===== src/sv/bb3_pkg.sv =====
// shared types and constants of the 3x3 box blur
`default_nettype none

package bb3_pkg;

    // line store depth, the widest frame that the block takes
    localparam int MAX_WIDTH = 1024;
    localparam int COL_W     = $clog2(MAX_WIDTH);

    localparam int WIDTH_W  = 11;
    localparam int HEIGHT_W = 16;
    // input row runs up to height + 1 while draining
    localparam int ROW_W    = HEIGHT_W + 1;
    localparam int CFG_W    = 16;
    localparam int SUM_W    = 12;
    localparam int CNT_W    = 4;

    localparam logic [WIDTH_W-1:0]  WIDTH_RESET  = 11'd640;
    localparam logic [HEIGHT_W-1:0] HEIGHT_RESET = 16'd480;

    typedef enum logic {
        CFG_FRAME_WIDTH  = 1'b0,
        CFG_FRAME_HEIGHT = 1'b1
    } t_cfg_index;

    // channel 2 red, 1 green, 0 blue
    typedef logic [2:0][7:0] t_pixel;

    typedef struct packed {
        logic       mode;
        logic [7:0] red_in;
        logic [7:0] green_in;
        logic [7:0] blue_in;
    } t_in_item;

    typedef struct packed {
        logic [7:0] red_out;
        logic [7:0] green_out;
        logic [7:0] blue_out;
        logic       frame_end;
    } t_out_item;

    // neighbourhood flags of the output pixel an item produces
    typedef struct packed {
        logic emit;
        logic last;
        logic top_ok;
        logic bot_ok;
        logic left_ok;
        logic right_ok;
    } t_edge_mask;

    typedef struct packed {
        logic [2:0][SUM_W-1:0] sum;
        logic [CNT_W-1:0]      count;
        logic                  last;
    } t_sums;

endpackage

`default_nettype wire


===== src/sv/bb3_window.sv =====
// window columns and masked neighbourhood sums
`default_nettype none

module bb3_window
    import bb3_pkg::*;
(
    input  wire logic       i_clk,
    input  wire logic       i_shift,
    input  wire t_pixel     i_top,
    input  wire t_pixel     i_mid,
    input  wire t_pixel     i_bot,
    input  wire t_edge_mask i_mask,
    output t_sums           o_sums
);

    // [row][col], row 0 top, col 0 left, col 1 centre; right column is the new one
    t_pixel r_win [3][2];
    t_pixel new_col [3];
    t_sums  r_sums;
    t_sums  n_sums;
    logic [2:0] row_en;
    logic [2:0] col_en;
    t_pixel     tap;

    assign new_col[0] = i_top;
    assign new_col[1] = i_mid;
    assign new_col[2] = i_bot;

    always_comb begin
        row_en = {i_mask.bot_ok, 1'b1, i_mask.top_ok};
        col_en = {i_mask.right_ok, 1'b1, i_mask.left_ok};
        n_sums = '0;
        tap    = '0;
        n_sums.last = i_mask.last;
        for (int r = 0; r < 3; r++) begin
            for (int c = 0; c < 3; c++) begin
                tap = (c == 2) ? new_col[r] : r_win[r][c];
                if (row_en[r] && col_en[c]) begin
                    for (int ch = 0; ch < 3; ch++) begin
                        n_sums.sum[ch] = n_sums.sum[ch] + SUM_W'(tap[ch]);
                    end
                    n_sums.count = n_sums.count + CNT_W'(1);
                end
            end
        end
    end

    always_ff @(posedge i_clk) begin
        if (i_shift) begin
            for (int r = 0; r < 3; r++) begin
                r_win[r][0] <= r_win[r][1];
                r_win[r][1] <= new_col[r];
            end
            if (i_mask.emit) begin
                r_sums <= n_sums;
            end
        end
    end

    assign o_sums = r_sums;

endmodule

`default_nettype wire


===== config.mk =====
export PLATFORM = sky130hd
export DESIGN_NAME = bb3_window
export DESIGN_NICKNAME = d
export VERILOG_FILES = /design/src/sv/bb3_pkg.sv /design/src/sv/bb3_window.sv
export SDC_FILE = /design/constraint.sdc
export NUM_CORES = 1
export LEC_CHECK = 0
export ABC_AREA = 1
export BUFFER_PORTS_ARGS = -buffer_cell sky130_fd_sc_hd__clkbuf_2
export CAP_MARGIN = 40
export CELL_PAD_IN_SITES_DETAIL_PLACEMENT = 1
export CELL_PAD_IN_SITES_GLOBAL_PLACEMENT = 1
export CORE_ASPECT_RATIO = 1.1
export CORE_MARGIN = 2
export CORE_UTILIZATION = 42
export DETAILED_ROUTE_END_ITERATION = 10
export GPL_TIMING_DRIVEN = 0
export PLACE_DENSITY = 0.75
export SYNTH_ARGS = -nofsm -noshare
export SYNTH_HDL_FRONTEND = slang
export SYNTH_SLANG_ARGS = --single-unit

===== constraint.sdc =====
create_clock -name i_clk -period 9 [get_ports i_clk]
set_input_delay 0.9 -clock i_clk [delete_from_list [all_inputs] [get_ports i_clk]]
set_output_delay 0.9 -clock i_clk [all_outputs]
set_load 0.02 [all_outputs]

==> impl_metrics.yaml <==
sta:
  fmax_mhz: 113
  slew_viol_final: 0
  worst_clock_skew_ns: 0.00992
  setup_violations: 0
  hold_ws_ns: 0.466
  tns_ns: 0
  post-route-min-period_ns: 8.87
  worst_slew_margin_rel_pct: 16.8
  hold_viol_final: 0
  post-route-period-util_pct: 98.6
  tightestPinTransition_ns: 1.25
global_route:
  gr-total-overflow: 0
  grt_pass1_wl_um: 84400
  antenna_found_initial: 0
  grt_pass1_vias: 16400
  track_usage_pct: 25.7
  grt_max_degree: 93
yosys:
  synth_ff_type: "edfxtp_1"
  syn_area_um2: 16800
  synth_seq_cells: 185
  synth_edf_count: 185
  yosysTopAreaCellShare_pct: 33.1
  synth_top_cell_by_area: "edfxtp_1"
  synth_common_cells: "nand2_1, inv_1, ha_1"
  yosysSeqAreaShare_pct: 33.1
  yosysMostFrequentCell: "nand2_1"
  yosys-top-cells-area: "edfxtp_1, ha_1, nand2_1"
  yosysWarnings: 0
  syn_area_per_cell_um2: 7.95
  synthArstFlopShare_pct: 0
  netlist_instances: 2108
  synthesis.nets: 2410
  ys_types: 51
drt:
  vias_per_cell: 5.48
  ant_nets: 0
  vias: 16200
  drtPass1Iterations: 5
  wl_per_cell_um: 19.9
  drc: 0
  totalWireLength_um: 58900
  drt-initial-drc-count: 669
power:
  irDropWorstVdd_mv: 0.169
  power_density_nw_per_um2: 309
  p_leak_nw: 10.1
layout:
  final_util_pct: 56.2
  fillers: 4687
  diodes: 0
  nets: 2738
  instances_no_fill: 2956
  areaGrowthSynthToFinish_pct: 31.6
  drive_above_1_share_pct: 31.7
clock_network:
  clk_pin_slew_ns: 0.07
  tritoncts: "yes"
  cts_buffer_depth: 2
  clock_sinks: 185
  cts_buffers: 17
  h-tree-depth: 4
  cts-root-buf: "clkbuf_16"
  clk_latency_ns: 0.48
floorplanning:
  io_pins: 121
  die_y_um: 214
  fp-row-count: 76
  dieWidth_um: 195
  dieArea_um2: 41500
  coreArea_um2: 39300
  initial_core_util_pct: 42.7
setup_path:
  critPathArrivalTime_ns: 9.11
  r2r-end: "o_sums[40]"
  cp_max_fo: 8
  end_kind: "register"
  r2r_cells: 50
  crit_required_ns: 9.23
  crit_type: "input pin to register"
  r2r_start: "r_win[0][40]"
  reg2reg_slack_ns: 0.75
  crit_family: "adder cells"
  worst_setup_path_start_kind: "input pin"
  crit_path_max_incr_delay_ns: 0.45
  crit_path_frequent_cell: "nand2_1"
  cp_slowest_cell: "fa_2"
  cp_num_buf_inv: 12
run_status:
  outcome: "finished clean"
job:
  maxCapViolCount: 0
hold_path:
  worstHoldStart: "r_win[2][4]"
  hold_depth: 0
  worstHoldPathType: "register to register"
  hold-path-endpoint: "r_win[2][28]"
place:
  dp_hpwl_um: 40100
  dp_cells: 2736
  port_buffers: 119
  gp_congestion: 0.896
## cells by family after synthesis
family / count (synthesis) / synth area share, %
buf+inv: 321 / 7.25
fa+ha+maj: 222 / 17.6
compound gates: 426 / 13.8
mux: 1 / 0.0597
flops: 185 / 33.1
xor+xnor: 120 / 6.27
simple gates: 833 / 21.8
## state kept, by name, summed over array words and instances, names as in the netlist
signal / count
o_sums: 41
r_win: 144
## what timing repair did
action                                  4_1_cts  5_1_grt
pin swaps                                    79      238
resized for setup                           180      338
buffers inserted                             82      106
hold buffers                                  0        0
hold endpoints to repair                      0        0
endpoints found under the setup margin       28       18
## worst max path at each step
stage,from,endpoint,slack (ns),cells after the start
after floorplan,i_mask[1],o_sums[40],-0.06,44
after global placement,i_mask[3],o_sums[16],-1.65,44
after detailed placement,i_mask[3],o_sums[16],-2.00,44
after CTS,i_mask[3],o_sums[16],0.00006,53
after global routing,i_mask[1],o_sums[40],-0.36,49
final,i_mask[1],o_sums[40],0.13,54
## area by class of cell
type,instances,area (um^2),area share (%)
timing repair buffer,309,2080,9.44
inverter,277,1040,4.72
buffer,44,214,0.970
multi-input combinational,1602,12000,54.4
clock buffer,20,437,1.98
sequential,185,5560,25.2
tap,507,634,2.88
clock inverter,12,93.8,0.425
## cell usage in the layout (no fill, tap or decap), drive strengths merged
cell        n
clkbuf    172
xor2       69
clkinv      7
inv       279
nand4      21
or2        15
nor4        1
o21bai     13
clkinvlp    3
nand3     118
o21ai     181
edfxtp    185
a32oi       1
xnor2      51
o31ai       8
nor2      109
a21o       13
nor3       11
nand3b      8
ha        198
a21oi     165
nand2     547
a21boi      2
and2        3
o22ai       7
buf       201
fa         24
a31oi      21
o221ai      2
a22o        1
o211ai      4
mux2i       1
o21a        4
o311ai      3
o31a        1
## layer usage
layer	up-vias	track usage, %	share of wire (%)
li1	7765	-	-
met1	7959	30.3	41
met2	334	48.8	53
met3	132	2.56	2.6
met4	0	8.99	3.8
met5	-	0	0
## stage by stage
step                instance area (um^2)  worst slack (ns)  total power [mW]
floorplan                          16800           -0.0569              3.55
global placement                   18000             -1.65              4.16
detailed placement                 18100             -2.00              4.31
CTS                                19800         0.0000648              5.61
global route                       22100            -0.361              7.32
finish                             22100             0.125              6.82
## power by group
part	leakage (nW)	internal, mW	switching (mW)
Sequential	1.79	1.09	0.0431
Clock	0.252	0.357	0.377
Combinational	8.03	2.18	2.78
Total	10.1	3.63	3.20
## worst reg2reg max path: cells and delay by family (launching register included)
kind	cells	cell delay (ns)
AOI/OAI and AO/OA	12	1.82
xor gates and xnor gates	3	0.57
adders and majority gates	9	2.94
buffers and inverters	9	0.67
DFF	1	0.38
and+or+nand+nor	17	1.67
No activity file was read; power rests on OpenSTA's default activity.
