===== src/sv/bb3_pkg.sv =====
// shared types and constants of the 3x3 box blur
`default_nettype none

package bb3_pkg;

    // line store depth, the widest frame that the block takes
    localparam int MAX_WIDTH = 1024;
    localparam int COL_W     = $clog2(MAX_WIDTH);

    localparam int WIDTH_W  = 11;
    localparam int HEIGHT_W = 16;
    // input row runs up to height + 1 while draining
    localparam int ROW_W    = HEIGHT_W + 1;
    localparam int CFG_W    = 16;
    localparam int SUM_W    = 12;
    localparam int CNT_W    = 4;

    localparam logic [WIDTH_W-1:0]  WIDTH_RESET  = 11'd640;
    localparam logic [HEIGHT_W-1:0] HEIGHT_RESET = 16'd480;

    typedef enum logic {
        CFG_FRAME_WIDTH  = 1'b0,
        CFG_FRAME_HEIGHT = 1'b1
    } t_cfg_index;

    // channel 2 red, 1 green, 0 blue
    typedef logic [2:0][7:0] t_pixel;

    typedef struct packed {
        logic       mode;
        logic [7:0] red_in;
        logic [7:0] green_in;
        logic [7:0] blue_in;
    } t_in_item;

    typedef struct packed {
        logic [7:0] red_out;
        logic [7:0] green_out;
        logic [7:0] blue_out;
        logic       frame_end;
    } t_out_item;

    // neighbourhood flags of the output pixel an item produces
    typedef struct packed {
        logic emit;
        logic last;
        logic top_ok;
        logic bot_ok;
        logic left_ok;
        logic right_ok;
    } t_edge_mask;

    typedef struct packed {
        logic [2:0][SUM_W-1:0] sum;
        logic [CNT_W-1:0]      count;
        logic                  last;
    } t_sums;

endpackage

`default_nettype wire


===== src/sv/bb3_divide.sv =====
// rounded mean by reciprocal multiply, result register
`default_nettype none

module bb3_divide
    import bb3_pkg::*;
(
    input  wire logic  i_clk,
    input  wire logic  i_load,
    input  wire t_sums i_sums,
    output t_out_item  o_item
);

    localparam int RCP_W = 17;
    localparam int RCP_SH = 16;
    localparam logic [RCP_W-1:0] RCP_1 = 17'd65536;
    localparam logic [RCP_W-1:0] RCP_3 = 17'd21846;
    localparam logic [RCP_W-1:0] RCP_9 = 17'd7282;

    t_out_item        r_item;
    logic [1:0]       shift;
    logic [RCP_W-1:0] rcp;
    logic [2:0][7:0]  quot;
    logic [SUM_W:0]   num;
    logic [SUM_W-1:0] part;
    logic [SUM_W+RCP_W-1:0] prod;

    // (2*sum + n) / (2*n): 2n = 2^shift * {1,3,9}
    always_comb begin
        case (i_sums.count)
            4'd2:    begin shift = 2'd2; rcp = RCP_1; end
            4'd3:    begin shift = 2'd1; rcp = RCP_3; end
            4'd4:    begin shift = 2'd3; rcp = RCP_1; end
            4'd6:    begin shift = 2'd2; rcp = RCP_3; end
            4'd9:    begin shift = 2'd1; rcp = RCP_9; end
            default: begin shift = 2'd1; rcp = RCP_1; end
        endcase
        num  = '0;
        part = '0;
        prod = '0;
        quot = '0;
        for (int ch = 0; ch < 3; ch++) begin
            num  = {i_sums.sum[ch], 1'b0} + (SUM_W+1)'(i_sums.count);
            part = SUM_W'(num >> shift);
            prod = (SUM_W+RCP_W)'(part) * (SUM_W+RCP_W)'(rcp);
            quot[ch] = prod[RCP_SH+7:RCP_SH];
        end
    end

    always_ff @(posedge i_clk) begin
        if (i_load) begin
            r_item.red_out   <= quot[2];
            r_item.green_out <= quot[1];
            r_item.blue_out  <= quot[0];
            r_item.frame_end <= i_sums.last;
        end
    end

    assign o_item = r_item;

endmodule

`default_nettype wire


===== config.mk =====
export PLATFORM = sky130hd
export DESIGN_NAME = bb3_divide
export DESIGN_NICKNAME = d
export VERILOG_FILES = /design/src/sv/bb3_pkg.sv /design/src/sv/bb3_divide.sv
export SDC_FILE = /design/constraint.sdc
export NUM_CORES = 1
export LEC_CHECK = 0
export ABC_CLOCK_PERIOD_IN_PS = 22700
export BUFFER_PORTS_ARGS = -buffer_cell sky130_fd_sc_hd__clkbuf_2
export CELL_PAD_IN_SITES_DETAIL_PLACEMENT = 0
export CELL_PAD_IN_SITES_GLOBAL_PLACEMENT = 1
export CORE_MARGIN = 2
export CORE_UTILIZATION = 30
export CTS_CLUSTER_SIZE = 40
export DETAILED_ROUTE_END_ITERATION = 12
export PLACE_DENSITY_LB_ADDON = 0.1
export SETUP_SLACK_MARGIN = 0.15
export SLEW_MARGIN = 25
export SYNTH_ARGS = -nofsm -noshare
export SYNTH_HDL_FRONTEND = slang
export SYNTH_SLANG_ARGS = --single-unit

===== constraint.sdc =====
create_clock -name i_clk -period 22.7 [get_ports i_clk]
set_input_delay 1.135 -clock i_clk [delete_from_list [all_inputs] [get_ports i_clk]]
set_output_delay 1.135 -clock i_clk [all_outputs]
set_load 0.05 [all_outputs]

==> metrics.txt, run 1 <==
Critical Path End o_item[16]$_DFFE_PP_; Num CTS Buffers 3; post-cts gate resize count 0; DR vias/cell 4.51; Post-Syn Nets 1995; VDD IR max 0.0000322 V; largest family of logic cells by synthesized area adder cells; Mean Syn Cell Area 8.61 sq um; die width 213 microns; XOR/XNOR Fraction of Synth Area 3.42%; status finished, final reports clean; routability cong. 0.838; synth unique cells 73; max_cap viols 0; worst min path class input pin to flop; # hold bufs at CTS 0; Yosys warning total 0; worst setup margin 14.07 ns; Critical Path Source Type input pin; Synth Area in Compound Gates 10.7%; final net count 2043; largest net degree at the start of global routing 55; adder-cell share of the synthesized area 53.8%; Pleak 7.47 nW; worst hold start i_sums[0]; slowest stage delay, CP 0.64 ns; clock sinks 25; DP HPWL 33500 microns; FF+latch count, synth 25; Vias 9699; Post-route DRC 0; Simple-Gate Fraction of Synth Area 11.3%; CTS tree done; H-tree levels 1; total power after layout 0.000641 W; row cnt 76; number of enable flip-flop cells after synthesis 25; antenna viol nets, final 0; Post-Syn Area 13100 sq um; ys async rst share 0%; Worst setup EP type flop; max-slew violations 0; Clock Root Buffer clkbuf_16; endpoints failing hold 0; initial drt markers 410; CP startpoint i_sums[2]; CP Data Arrival Time 8.65 ns; power per standard cell area 45.4 nW/um^2; final wirelength 37100 microns; post-CTS setup buffer count 0; max reg flops 25; P&R area growth vs syn 8.27%; Pre-Repair DR Iteration Count 4; Mapped Cells 1517; first-pass GRT wire length 60100 microns; top-count cell post-synth inv_1; Initial Utilization 30.4%; leading post-synthesis cells by instance count inv_1 (432), ha_1 (225), fa_1 (210); normalized max-slew margin 44.3%; placed instance area 14100 sq um; fin crit share 38.0%; share of cells above drive strength 1 7.16%; IO Port Bufs 67; Peak Freq 116 MHz; Critical Path Slowest Stage Cell fa_1; CP max FO 12; fin util 32.9%; biggest area consumer among synthesized cells fa_1; vias in the first global route 10661; # setup viols final 0; clk slew on worst S/H paths 0.07 ns; core area 43000 sq um; Final Cell Area 14100 sq um; top_reg_cell synth edfxtp_1; mux contribution to synthesized area 1.49%; min Tclk post-route 8.63 ns; I/O pin count 68; measured slew at the worst slew-check pin 0.827 ns; Yosys top cell area share 32.2%; Bufs on Longest Clock Path 2; RSZ-0062 raised after global routing false; total global routing overflow 0; critical setup path kind input pin to flop; synth top area cells fa_1 (32%), ha_1 (22%), inv_1 (12%); WL/cell 17.3 microns; diodes inserted 0; Most Frequent Cell on Critical Path fa_1; initial antenna violation count 0; Worst EP required 22.72 ns; dpl ws 13.77 ns; Die Span Y 213 microns; die area 45200 sq um; Global Route Usage Sum 17.4%; Seq/Total Area, Yosys 5.75%; setup total negative slack 0 ns
==> layout make-up <==
class / count / area (sq um)
tap: 585 / 732
inverter: 432 / 1620
clock inverter: 1 / 5.00
multi-input combinational: 1026 / 10500
clock buffer: 3 / 75.1
sequential: 25 / 751
fill: 4690 / 28800
timing repair buffer: 77 / 410
==> metal layers <==
layer  track usage [%]  routed length, microns  part of all wire [%]  vias up
met5                 0                       0                     0        -
met4              1.93                     265                  0.71        0
met3              1.08                     787                   2.1       10
met2              29.1                   16800                    45      123
met1              25.4                   19300                    52     4692
li1                  -                       -                     -     4874
==> metrics by stage <==
stage / hold slack, ns / cells
CTS: 1.03 / 2149
global route: 1.03 / 2149
global placement: 1.32 / 2145
finish: 1.04 / 2149
floorplan: 1.23 / 1517
detailed placement: 1.32 / 2145
==> logic make-up (layout without fill, tap and decap cells) <==
kind of cell               Yosys count  after routing
buffers and inverters              466            513
adders and majority gates          435            435
and+or+nand+nor                    320            320
AOI/OAI and AO/OA                  201            201
xor gates and xnor gates            51             51
DFF                                 25             25
muxes                               19             19
==> how the worst min path moves through the flow <==
stage	slack [ns]	cells after the start	end
after detailed placement	1.32	1	o_item[0]$_DFFE_PP_
after CTS	1.03	1	o_item[0]$_DFFE_PP_
after floorplan	1.23	0	o_item[0]$_DFFE_PP_
final	1.04	1	o_item[0]$_DFFE_PP_
after global placement	1.32	1	o_item[0]$_DFFE_PP_
after global routing	1.03	1	o_item[0]$_DFFE_PP_
==> power by group <==
part	switching, W	internal [W]
logic	0.000328	0.000186
registers	0.00000466	0.0000803
clock network	0.0000186	0.0000239
==> cells in the final DEF (no fill, tap or decap), types with 19 or more instances in the layout <==
cell type and n:
nand2_1 62, ha_1 225, fa_1 210, inv_1 432, clkbuf_2 67, nor2_1 156
a21oi_1 56, o21ai_0 28, edfxtp_1 25, a21o_1 20, xnor2_1 38, nand3_1 19
==> worst max-delay path, delay by kind of cell <==
| kind | cells | cell delay (ns) |
|---|---|---|
| fa+ha+maj | 8 | 3.57 |
| compound gates | 10 | 2.48 |
| simple gates | 4 | 0.79 |
| buf+inv | 5 | 0.45 |
| mux | 1 | 0.17 |
| xor+xnor | 1 | 0.06 |
No activity file was read; power rests on OpenSTA's default activity.
==> inputs of run 2 (changes only) <==
--- a/config.mk
+++ b/config.mk
@@ -5,7 +5,8 @@
 export SDC_FILE = /design/constraint.sdc
 export NUM_CORES = 1
 export LEC_CHECK = 0
-export ABC_CLOCK_PERIOD_IN_PS = 22700
+export ABC_AREA = 1
+export ABC_CLOCK_PERIOD_IN_PS = 6900
 export BUFFER_PORTS_ARGS = -buffer_cell sky130_fd_sc_hd__clkbuf_2
 export CELL_PAD_IN_SITES_DETAIL_PLACEMENT = 0
 export CELL_PAD_IN_SITES_GLOBAL_PLACEMENT = 1
==> constraint.sdc (replaced) <==
create_clock -name i_clk -period 6.9 [get_ports i_clk]
set_input_delay 0.345 -clock i_clk [delete_from_list [all_inputs] [get_ports i_clk]]
set_output_delay 0.345 -clock i_clk [all_outputs]
set_load 0.05 [all_outputs]
==> run 2 against run 1 <==
  * Final area increased by 5.7%
  * Die area increased by 2.7%
  * Sequential cell count unchanged
  * First-iteration DRC count decreased by 10%
  * Total power increased to 3.7 times the previous value
  * Worst hold slack got worse by 0.79 ns
  * Sequential share of layout area decreased by 0.29 points
  * Non-clock buffer count increased by 31
  * Highest routed layer unchanged
  * Synthesized cell count increased by 13%
  * Count of clock-buffer cells in the layout unchanged
  * Setup slack got worse by 14 ns
  * Clock power increased to 3.4 times the previous value
==> metrics.txt, run 2 <==
status finished, final reports clean; Global Route Usage Sum 17.2% (-0.19 points); XOR/XNOR Fraction of Synth Area 2.99% (-0.43 points); initial antenna violation count 0 (unchanged); area taken by multi-input logic gates 10700 sq um (+1.8%); Top delay family on crit path adder cells; CTS tree done; power per standard cell area 161 nW/um^2 (+250%); top_reg_cell synth edfxtp_1; Pre-Repair DR Iteration Count 5 (+1); row cnt 77 (+1.3%); most frequent cells in the layout inv_1 (523), ha_1 (222), nand2_1 (220); Initial Utilization 30.3% (-0.048 points); measured slew at the worst slew-check pin 0.707 ns (-0.121 ns); total global routing overflow 0 (unchanged); WP depth 30 (+3.4%); min Tclk post-route 6.38 ns; Post-route DRC 0 (unchanged); Simple-Gate Fraction of Synth Area 16.9% (+5.6 points); Mapped Cells 1718 (+13%); max_cap viols 0 (unchanged); slowest stage delay, CP 0.60 ns (-0.04 ns); # hold bufs at CTS 0 (unchanged); WP buf/inv 6 (+1); ys async rst share 0% (unchanged); endpoints failing hold 0 (unchanged); routability cong. 0.827 (-1.3%); leading post-synthesis cells by instance count inv_1 (523), ha_1 (225), nand2_1 (225); commonest non-fill, non-tap cell in the layout inv_1; DP HPWL 34600 microns (+3.6%); die width 215 microns (+1.3%); Bufs on Longest Clock Path 2 (unchanged); Pleak 8.44 nW (+13%); P&R area growth vs syn 11.5%; # setup viols final 0 (unchanged); Vias 10479 (+8.0%); CP Data Arrival Time 6.41 ns (-2.24 ns); Num CTS Buffers 3 (unchanged); first-pass GRT wire length 62700 microns (+4.4%); max reg flops 25 (unchanged); Synth Area in Compound Gates 6.29% (-4.4 points); core area 44200 sq um (+2.9%); Post-Syn Nets 2196 (+10%); H-tree levels 1 (unchanged); Worst setup EP type flop; worst hold start i_sums[0]; share of cells above drive strength 1 11.0% (+3.9 points); max-slew violations 0 (unchanged); top-count cell post-synth inv_1; biggest area consumer among synthesized cells fa_1; final wirelength 38200 microns (+2.8%); Critical Path Slowest Stage Cell fa_1; synth unique cells 51 (-30%); critical setup path kind input pin to flop; Critical Path End o_item[15]$_DFFE_PP_; Fill cells 4838 (+3.2%); setup total negative slack 0 ns (unchanged); dpl cells 2386 (+11%); final net count 2286 (+12%); adder-cell share of the synthesized area 52.3% (-1.4 points); worst min path class input pin to flop; Reg area 751 sq um (unchanged); Mean Syn Cell Area 7.81 sq um (-9.3%); fin crit share 92.5%; I/O pin count 68 (unchanged); Peak Freq 157 MHz; Yosys warning total 0 (unchanged); Critical Path Source Type input pin; diodes inserted 0 (unchanged); Post-Syn Area 13400 sq um (+2.7%); FF+latch count, synth 25 (unchanged); placed instance area 14600 sq um (+4.0%); clk slew on worst S/H paths 0.08 ns (about the same); die area 46400 sq um (+2.7%); VDD IR max 0.000143 V (+350%); largest net degree at the start of global routing 37 (-33%); Yosys top cell area share 31.3% (-0.85 points); Seq/Total Area, Yosys 5.60% (-0.15 points); number of enable flip-flop cells after synthesis 25 (unchanged); IO Port Bufs 67 (unchanged); synth top area cells fa_1 (31%), ha_1 (21%), inv_1 (15%); mux contribution to synthesized area 0.149% (-1.3 points); DR vias/cell 4.37 (-3.2%); largest family of logic cells by synthesized area adder cells; WL/cell 15.9 microns (-7.9%); normalized max-slew margin 52.4% (+8.1 points); Final Cell Area 15000 sq um (+5.7%); clock sinks 25 (unchanged); antenna viol nets, final 0 (unchanged); Die Span Y 215 microns (+1.3%); Finished Layout Cells 2399 (+12%); CP startpoint i_sums[2]; Clock Root Buffer clkbuf_16; initial drt markers 367 (-10%); Worst EP required 6.93 ns (-15.79 ns); CP max FO 6 (-6); total power after layout 0.00240 W (+270%); RSZ-0062 raised after global routing true; vias in the first global route 11702 (+9.8%)
[run 2: changes by cell type after synthesis, moves of 11 or more]
cell	previous run	this run
a21oi_1	56	44
a21o_1	20	4
xor2_1	13	29
nand2_1	62	225
nor2_1	157	146
and2_1	12	0
clkbuf_1	27	12
nand3_1	19	74
inv_1	432	523
nand2b_1	16	0
o21ai_0	28	44
mux2i_1	16	2
xnor2_1	38	15
[run 2: cells by family after synthesis]
| logic type | count (synthesis) |
|---|---|
| AO/OA/AOI/OAI | 140 |
| XOR/XNOR | 45 |
| adder cells (fa/ha/maj) | 435 |
| buffers and inverters | 553 |
| flip-flops | 25 |
| multiplexers | 2 |
| AND/OR/NAND/NOR | 518 |
[run 2: what timing repair did]
action	in CTS	in global routing
endpoints found under the hold margin	0	0
buffers inserted	0	9
setup endpoints to repair	0	19
resized for setup	0	52
[run 2: metal layers]
metal  track usage [%]  part of all wire (%)  up-vias
met5                 0                     0        -
met4              1.91                  0.75        0
met3              1.54                   2.8       12
met2              29.8                    47      116
met1              24.1                    50     4990
li1                  -                     -     5361
[run 2: through the flow]
stage                     setup slack (ns)  util [%]  hold WS (ns)
after floorplan                      0.587         -         0.444
after global placement              0.0211      33.1         0.523
after detailed placement           -0.0654      33.1         0.527
after CTS                            0.263      33.2         0.234
after global routing                 0.100      33.8         0.238
final                                0.520      33.8         0.244
[run 2: cell type report]
cell class                      count  share of cell area [%]
Multi-Input combinational cell   1140                    71.8
Inverter                          530                    13.3
Tap cell                          592                    4.95
Sequential cell                    25                    5.02
Timing Repair Buffer              108                    4.32
Clock inverter                      1                  0.0502
Clock buffer                        3                   0.502
[run 2: worst min path at each step]
stage,slack (ns),cells after the start,to
final,0.24,1,o_item[0]$_DFFE_PP_
after global routing,0.24,1,o_item[0]$_DFFE_PP_
after CTS,0.23,1,o_item[0]$_DFFE_PP_
after detailed placement,0.53,1,o_item[0]$_DFFE_PP_
after global placement,0.52,1,o_item[0]$_DFFE_PP_
after floorplan,0.44,0,o_item[0]$_DFFE_PP_
[run 2: power breakdown]
part | internal (W) | switching, W | total, W
sequential | 0.000268 | 0.0000171 | 0.000285
combinational | 0.000677 | 0.00130 | 0.00197
clock | 0.0000792 | 0.0000642 | 0.000143
total | 0.00102 | 0.00138 | 0.00240
==> inputs of run 3 (changes only) <==
--- a/config.mk
+++ b/config.mk
@@ -10,12 +10,11 @@
 export BUFFER_PORTS_ARGS = -buffer_cell sky130_fd_sc_hd__clkbuf_2
 export CELL_PAD_IN_SITES_DETAIL_PLACEMENT = 0
 export CELL_PAD_IN_SITES_GLOBAL_PLACEMENT = 1
-export CORE_MARGIN = 2
+export CORE_MARGIN = 10
 export CORE_UTILIZATION = 30
 export CTS_CLUSTER_SIZE = 40
 export DETAILED_ROUTE_END_ITERATION = 12
 export PLACE_DENSITY_LB_ADDON = 0.1
-export SETUP_SLACK_MARGIN = 0.15
 export SLEW_MARGIN = 25
 export SYNTH_ARGS = -nofsm -noshare
 export SYNTH_HDL_FRONTEND = slang
==> run 3 against run 2 <==
  * Worst hold slack got worse by 0.014 ns
  * Via count increased by 0.66%
  * Non-clock buffer count increased by 2
  * Total power increased by 0.12%
  * Utilization decreased by 0.22 points
  * Clock power about the same
  * Setup slack got worse by 0.049 ns
  * Count of clock-buffer cells in the layout unchanged
  * Global-route usage decreased by 2.3 points
  * Critical path depth increased by 2
  * Die area increased by 15%
  * Largest power group unchanged
==> metrics.txt, run 3 (same netlist as run 2, synthesis figures left out) <==
VDD IR max 0.000124 V (-13%); share of cells above drive strength 1 10.2% (-0.84 points); core area 44200 sq um (unchanged); power per standard cell area 162 nW/um^2 (+0.78%); I/O pin count 68 (unchanged); first-pass GRT wire length 63300 microns (+0.86%); max reg flops 25 (unchanged); P&R area growth vs syn 10.7%; initial antenna violation count 0 (unchanged); Top delay family on crit path adder cells; final wirelength 38900 microns (+1.8%); WP buf/inv 8 (+2); slowest stage delay, CP 0.57 ns (-0.03 ns); DR vias/cell 4.39 (+0.57%); Pleak 8.43 nW (-0.20%); Clock Root Buffer clkbuf_16; fin crit share 93.2% (+0.71 points); WL/cell 16.2 microns (+1.7%); CTS tree done; clk slew on worst S/H paths 0.07 ns (about the same); Fin Hold WS 0.229 ns (-0.0142 ns); row cnt 77 (unchanged); clock sinks 25 (unchanged); total global routing overflow 0 (unchanged); max_cap viols 0 (unchanged); antenna viol nets, final 0 (unchanged); Worst EP required 6.94 ns (about the same); normalized max-slew margin 49.2% (-3.2 points); final net count 2288 (+0.087%); Num CTS Buffers 3 (unchanged); DP HPWL 35500 microns (+2.4%); Die Span Y 231 microns (+7.4%); # setup viols final 0 (unchanged); Bufs on Longest Clock Path 2 (unchanged); worst min path class input pin to flop; diodes inserted 0 (unchanged); RSZ-0062 raised after global routing false; Critical Path Slowest Stage Cell fa_1; endpoints failing hold 0 (unchanged); die area 53600 sq um (+15%); Worst setup EP type flop; Post-route DRC 0 (unchanged); max-slew violations 0 (unchanged); min Tclk post-route 6.43 ns (+0.0491 ns); Most Frequent Cell on Critical Path inv_1; measured slew at the worst slew-check pin 0.754 ns (+0.0475 ns); CP Data Arrival Time 6.47 ns (+0.06 ns); Initial Utilization 30.3% (unchanged); H-tree levels 1 (unchanged); die width 231 microns (+7.4%); total power after layout 0.00240 W (+0.12%); largest net degree at the start of global routing 37 (unchanged); most frequent cells in the layout inv_1 (523), nand2_1 (223), ha_1 (223); initial drt markers 387 (+5.4%); Vias 10548 (+0.66%); vias in the first global route 11649 (-0.45%); IO Port Bufs 67 (unchanged); Pre-Repair DR Iteration Count 5 (unchanged); routability cong. 0.861 (+4.1%); critical setup path kind input pin to flop; status finished, final reports clean; Peak Freq 156 MHz (-0.76%); Global Route Usage Sum 15.0% (-2.3 points); Critical Path Source Type input pin; setup total negative slack 0 ns (unchanged); commonest non-fill, non-tap cell in the layout inv_1; CP max FO 3 (-3)
[run 3: cell types whose count changed in the layout (fill, tap and decap cells not counted), moves of 3 or more]
| cell | delta |
|---|---|
| nand2_1 | +3 |
| nand3_1 | +3 |
| nand3_2 | -3 |
| nor2_1 | +6 |
| nor2_2 | -5 |
| o21ai_0 | +4 |
| o21ai_1 | -6 |
[run 3: cell type report]
class / instances / area (sq um)
Inverter: 530 / 1990
Sequential cell: 25 / 751
Clock inverter: 1 / 7.51
Fill cell: 4826 / 29400
Timing Repair Buffer: 110 / 658
Tap cell: 592 / 741
Multi-Input combinational cell: 1140 / 10600
Clock buffer: 3 / 75.1
[run 3: power by group]
part	leakage [nW]	internal (W)	switching (W)	total (W)
clock network	0.0371	0.0000793	0.0000662	0.000146
logic	8.15	0.000677	0.00130	0.00198
registers	0.244	0.000268	0.0000145	0.000283
total	8.43	0.00102	0.00138	0.00240
[run 3: per-layer routing]
| metal | up-vias | track usage (%) | share of wire (%) |
|---|---|---|---|
| li1 | 5365 | - | - |
| met1 | 5078 | 20.3 | 49 |
| met2 | 92 | 26.2 | 48 |
| met3 | 13 | 0.965 | 2.2 |
| met4 | 0 | 2.08 | 0.98 |
| met5 | - | 0 | 0 |
[run 3: stage by stage]
| step | utilization (%) | cells | setup WS, ns | cell area [sq um] |
|---|---|---|---|---|
| floorplan | - | 1718 | 0.587 | 13400 |
| global placement | 33.2 | 2396 | 0.0751 | 14700 |
| detailed placement | 33.2 | 2396 | 0.0133 | 14700 |
| CTS | 33.4 | 2400 | 0.313 | 14800 |
| global route | 33.6 | 2401 | 0.00297 | 14900 |
| finish | 33.6 | 2401 | 0.471 | 14900 |
[run 3: path summary, 6_finish.rpt]
kind / from / endpoint / depth (start not counted)
worst min-delay path: i_sums[0] / o_item[0]$_DFFE_PP_ / 1
worst max-delay path: i_sums[2] / o_item[7]$_DFFE_PP_ / 32
[run 3: what timing repair did]
item / CTS / global route
setup endpoints to repair: 0 / 12
setup buffers: 0 / 1
resized for setup: 0 / 24
hold buffers: 0 / 0
